===== src/rtl/mml_pkg.sv =====
`timescale 1ns / 1ps
// ----------------------------------------------------------------------------
// mml_pkg: shared types and constants of the maximal-munch lexer
// Operation codes, controller states and the command/status bundles that
// join the controller and the datapath.
// ----------------------------------------------------------------------------
package mml_pkg;

    // field widths fixed by the item format
    localparam int STATE_W = 6;
    localparam int CODE_W  = 16;
    localparam int OFF_W   = 32;
    localparam int SYM_W   = 8;

    // default sizes
    localparam int DEF_NUM_STATES = 64;
    localparam int DEF_LOOKAHEAD  = 32;

    // operation codes on s_tuser
    localparam logic [1:0] OP_LOAD  = 2'd0;
    localparam logic [1:0] OP_FINAL = 2'd1;
    localparam logic [1:0] OP_DATA  = 2'd2;
    localparam logic [1:0] OP_EOI   = 2'd3;

    // result kinds
    localparam logic KIND_TOKEN = 1'b0;
    localparam logic KIND_ERROR = 1'b1;

    // register index (paddr[2])
    localparam logic REG_START_STATE = 1'b0;

    typedef enum logic [3:0] {
        ST_CLEAR,
        ST_IDLE,
        ST_CHECK,
        ST_RANGE,
        ST_BUF,
        ST_TRANS,
        ST_FINAL,
        ST_BEST,
        ST_RESOLVE,
        ST_FINISH
    } ctrl_state_t;

    typedef struct packed {
        logic clr;      // clearing sweep step
        logic acc;      // input word accepted
        logic load;     // write one transition of a range
        logic step;     // take the transition just read
        logic upd;      // record accept from final table
        logic resolve;  // cut a token
        logic finish;   // close the item
    } mml_cmd_t;

    typedef struct packed {
        logic       clear_done;
        logic       range_done;
        logic [1:0] op;
        logic       range_req;
        logic       scan_more;
        logic       full;
        logic       nonempty;
        logic       dead;
        logic       can_push;
        logic       pend_valid;
    } mml_status_t;

endpackage


===== src/rtl/mml_ctrl.sv =====
`timescale 1ns / 1ps
// ----------------------------------------------------------------------------
// mml_ctrl: lexer sequencer
// Runs the clearing sweep, range loads, the per-byte scan loop, token cuts
// and the closing of each input word.
// ----------------------------------------------------------------------------
module mml_ctrl
    import mml_pkg::*;
(
    input  logic        aclk,
    input  logic        aresetn,
    input  logic        s_tvalid,
    output logic        s_tready,
    input  mml_status_t st,
    output mml_cmd_t    cmd
);

    ctrl_state_t state_reg, state_next;

    always_ff @(posedge aclk) begin
        if (!aresetn) begin
            state_reg <= ST_CLEAR;
        end else begin
            state_reg <= state_next;
        end
    end

    // next state
    always_comb begin
        state_next = state_reg;
        case (state_reg)
            ST_CLEAR: begin
                if (st.clear_done) state_next = ST_IDLE;
            end
            ST_IDLE: begin
                if (s_tvalid) state_next = ST_CHECK;
            end
            ST_CHECK: begin
                if (st.op == OP_LOAD || st.op == OP_FINAL) begin
                    state_next = (st.op == OP_LOAD && st.range_req) ? ST_RANGE : ST_IDLE;
                end else if (st.scan_more) begin
                    state_next = ST_BUF;
                end else if (st.op == OP_DATA && st.full) begin
                    state_next = ST_RESOLVE;
                end else if (st.op == OP_EOI && st.nonempty) begin
                    state_next = ST_RESOLVE;
                end else begin
                    state_next = ST_FINISH;
                end
            end
            ST_RANGE: begin
                if (st.range_done) state_next = ST_IDLE;
            end
            ST_BUF:   state_next = ST_TRANS;
            ST_TRANS: state_next = ST_FINAL;
            ST_FINAL: state_next = st.dead ? ST_RESOLVE : ST_BEST;
            ST_BEST:  state_next = ST_CHECK;
            ST_RESOLVE: begin
                if (st.can_push) state_next = ST_CHECK;
            end
            ST_FINISH: begin
                if (st.can_push) state_next = ST_IDLE;
            end
            default: state_next = ST_CLEAR;
        endcase
    end

    // outputs
    always_comb begin
        cmd      = '0;
        s_tready = 1'b0;
        case (state_reg)
            ST_CLEAR: cmd.clr = 1'b1;
            ST_IDLE: begin
                s_tready = 1'b1;
                cmd.acc  = s_tvalid;
            end
            ST_RANGE:   cmd.load    = 1'b1;
            ST_FINAL:   cmd.step    = !st.dead;
            ST_BEST:    cmd.upd     = 1'b1;
            ST_RESOLVE: cmd.resolve = st.can_push;
            ST_FINISH:  cmd.finish  = st.can_push;
            default: ;
        endcase
    end

endmodule


===== config.mk =====
export PLATFORM = sky130hd
export DESIGN_NAME = mml_ctrl
export DESIGN_NICKNAME = d
export VERILOG_FILES = /design/src/rtl/mml_pkg.sv /design/src/rtl/mml_ctrl.sv
export SDC_FILE = /design/constraint.sdc
export NUM_CORES = 1
export LEC_CHECK = 0
export BUFFER_PORTS_ARGS = -buffer_cell sky130_fd_sc_hd__buf_2
export CELL_PAD_IN_SITES_DETAIL_PLACEMENT = 1
export CELL_PAD_IN_SITES_GLOBAL_PLACEMENT = 1
export CORE_UTILIZATION = 26
export DETAILED_ROUTE_END_ITERATION = 8
export GPL_ROUTABILITY_DRIVEN = 0
export GPL_TIMING_DRIVEN = 1
export MAX_ROUTING_LAYER = met4
export PLACE_DENSITY = 0.69
export SLEW_MARGIN = 15
export SYNTH_ARGS = -nofsm -noshare
export SYNTH_HDL_FRONTEND = slang
export SYNTH_SLANG_ARGS = --single-unit

===== constraint.sdc =====
create_clock -name aclk -period 1.5 [get_ports aclk]
set_clock_uncertainty 0.15 [all_clocks]
set_input_delay 0.075 -clock aclk [delete_from_list [all_inputs] [get_ports aclk]]
set_output_delay 0.075 -clock aclk [all_outputs]
set_load 0.02 [all_outputs]

==> results.tsv <==
metric	value	unit
outcome	complete, but fails checks	
violations	setup timing	
synthMuxAreaShare	5.540	%
nFillCells	199	
die_w	43.68	um
syn-cell-area	451.7	um2
fmax	0.6424	GHz
slowest_stage	dfxtp_4	
ys_ff_latch	4	
drv_slew	0	
final-setup-viol-count	2	
grt_overflow_total	0	
cts_buffer_depth	2	
vias	599	
yosysMostFrequentCell	nand2_1	
portBuffers	20	
whs	0.05718	ns
initial_core_util	28.97	%
period_share	103.8	%
coreArea	1559	um2
critPathLaunchType	flip-flop	
grt_pass1_wl	2642	um
holdCritPathClass	primary input to flip-flop	
synth_xor_area_share	0	%
hold_violations	0	
ys_types	34	
vias_per_cell	5.254	
final_core_util	52.65	%
p_leak	0.3680	nW
slowest_delay	0.35	ns
drt_iter0_markers	8	
synth_top_family_by_area	simple AND/OR/NAND/NOR gates	
synth_compound_area_share	24.38	%
power	0.001049	W
fin_nets	114	
cts_inserted_buffers	3	
drt-total-wl	1655	um
synth_common_cells	nand2_1, nor2_1, dfxtp_1, nor3b_1, a21oi_1	
dp_slack	-0.06170	ns
power_density	1278	nW/um2
rows	14	
firstDrtPassIters	5	
cts_tree	yes	
cts_sinks	4	
path_clk_slew	0.04	ns
cts_root_buf	clkbuf_4	
finalSetupTns	-0.05967	ns
worstPathMaxFanout	6	
hpwl	1203	um
grtUsageTotal	19.29	%
ys_warn_count	0	
clock_latency	0.24	ns
drive_gt1_share	62.24	%
synth_nets	73	
antenna_cells	0	
synth_cells	59	
antenna_found_initial	0	
critical-path-top-cell-by-count	buf_6	
timing.slew.headroom	80.58	%
grt_max_degree	8	
routedWlPerCell	14.52	um
seq_area_frac_synth	17.73	%
ctsHtreeMaxLevel	1	
irDropWorstVdd	0.0005755	V
synth_edf_count	0	
cp.arrival	1.33	ns
grt_pass1_vias	604	
criticalPathCategory	flip-flop to output pin	
netlist_top_cells_area	dfxtp_1, nand2_1, nor3b_1	
die_h	43.68	um
yosysTopAreaCell	dfxtp_1	
synth_area_per_cell	7.656	um2
antenna_left	0	
largest_reg_flops	4	
synth_top_area_share	17.73	%
synth_top_flop_cell	dfxtp_1	
cp.required	1.27	ns
tightest_slew	0.2873	ns
path_cells	buf_6 > or2b_4 > nor2_4 > and2_4 > buf_6	
die_area	1908	um2
area_growth	81.72	%
ios	22	
async_reset_ff_share	0	%
drcViolationCount	0	
crit_buf_inv	2	
crit_family	simple AND/OR/NAND/NOR gates	
synth_fa_ha_area_share	0	%
rsz0062_at_grt	true	
critPathCaptureType	output pin	
cap_viol_max_count	0	
setup_ws	-0.05663	ns
synth_simple_gate_area_share	44.60	%
layout_min_cycle_time	1.557	ns
area by class of cell:
class	instances	area, um2	area share, %
flip-flops and latches	4	92.59	11.28
multi-input cells	50	382.9	46.65
inverters	1	3.754	0.4573
clock buffers	3	22.52	2.744
well taps	16	20.02	2.439
repair buffers	40	299.0	36.43
worst reg2reg max path, cell delays in order (launching register included):
cell and delay [ns]:
dfxtp_4 0.35, buf_6 0.13, buf_4 0.14, nor3b_4 0.17
a21oi_2 0.09, o2111ai_2 0.25, o22ai_2 0.10
metal layers:
| metal | up-vias | share of wire [%] | track usage, % |
|---|---|---|---|
| met5 | - | 0 | - |
| met3 | 0 | 2.8 | 6.667 |
| met2 | 16 | 54 | 34.03 |
| met4 | 0 | 0 | 3.125 |
| li1 | 292 | - | - |
| met1 | 291 | 43 | 21.01 |
worst paths after layout:
| kind | from | end | slack [ns] | cells after the start |
|---|---|---|---|---|
| worst max register to register | state_reg[3]$_SDFFE_PN0P_ | state_reg[0]$_SDFFE_PN0P_ | 0 | 6 |
| worst min register to register | state_reg[3]$_SDFFE_PN0P_ | state_reg[2]$_SDFFE_PN0P_ | 0.42 | 2 |
| worst min-delay path | st[1] | state_reg[3]$_SDFFE_PN0P_ | 0.06 | 3 |
| worst max-delay path | state_reg[3]$_SDFFE_PN0P_ | cmd[5] | -0.06 | 5 |
logic make-up after synthesis:
kind of cell           Yosys count
AND/OR/NAND/NOR                 34
AO/OA/AOI/OAI                   14
buffers and inverters            5
flip-flops                       4
multiplexers                     2
cell usage in the layout (no fill, tap or decap), types with 2 or more instances in the layout:
cell      Yosys  layout
or2b_4        0       2
nor3b_1       4       4
nor2_4        0       2
buf_2         1      15
buf_6         1       9
clkbuf_4      0       3
nand2_1       8       8
buf_4         2      15
nor4b_1       2       2
nor2_1        7       5
dfxtp_4       0       3
a21oi_1       3       2
what timing repair did:
item / in CTS / in global routing
resized for setup: 21 / 11
buffers inserted: 4 / 3
pin swaps: 3 / 5
hold buffers: 1 / 0
hold endpoints to repair: 2 / 0
gates cloned: 0 / 0
setup endpoints to repair: 10 / 11
per-stage QoR:
step / std cells / area, um2
after global placement: 103 / 633.1
after detailed placement: 103 / 633.1
after CTS: 111 / 755.7
after global routing: 114 / 820.8
final: 114 / 820.8
after floorplan: 59 / 454.2
power breakdown:
group	total [W]	switching, W	internal, W
Combinational	0.000741	0.000331	0.000410
Clock	0.000137	0.0000471	0.0000897
Sequential	0.000171	0.0000348	0.000137
Note: power is estimated with default switching activity, not from simulation.
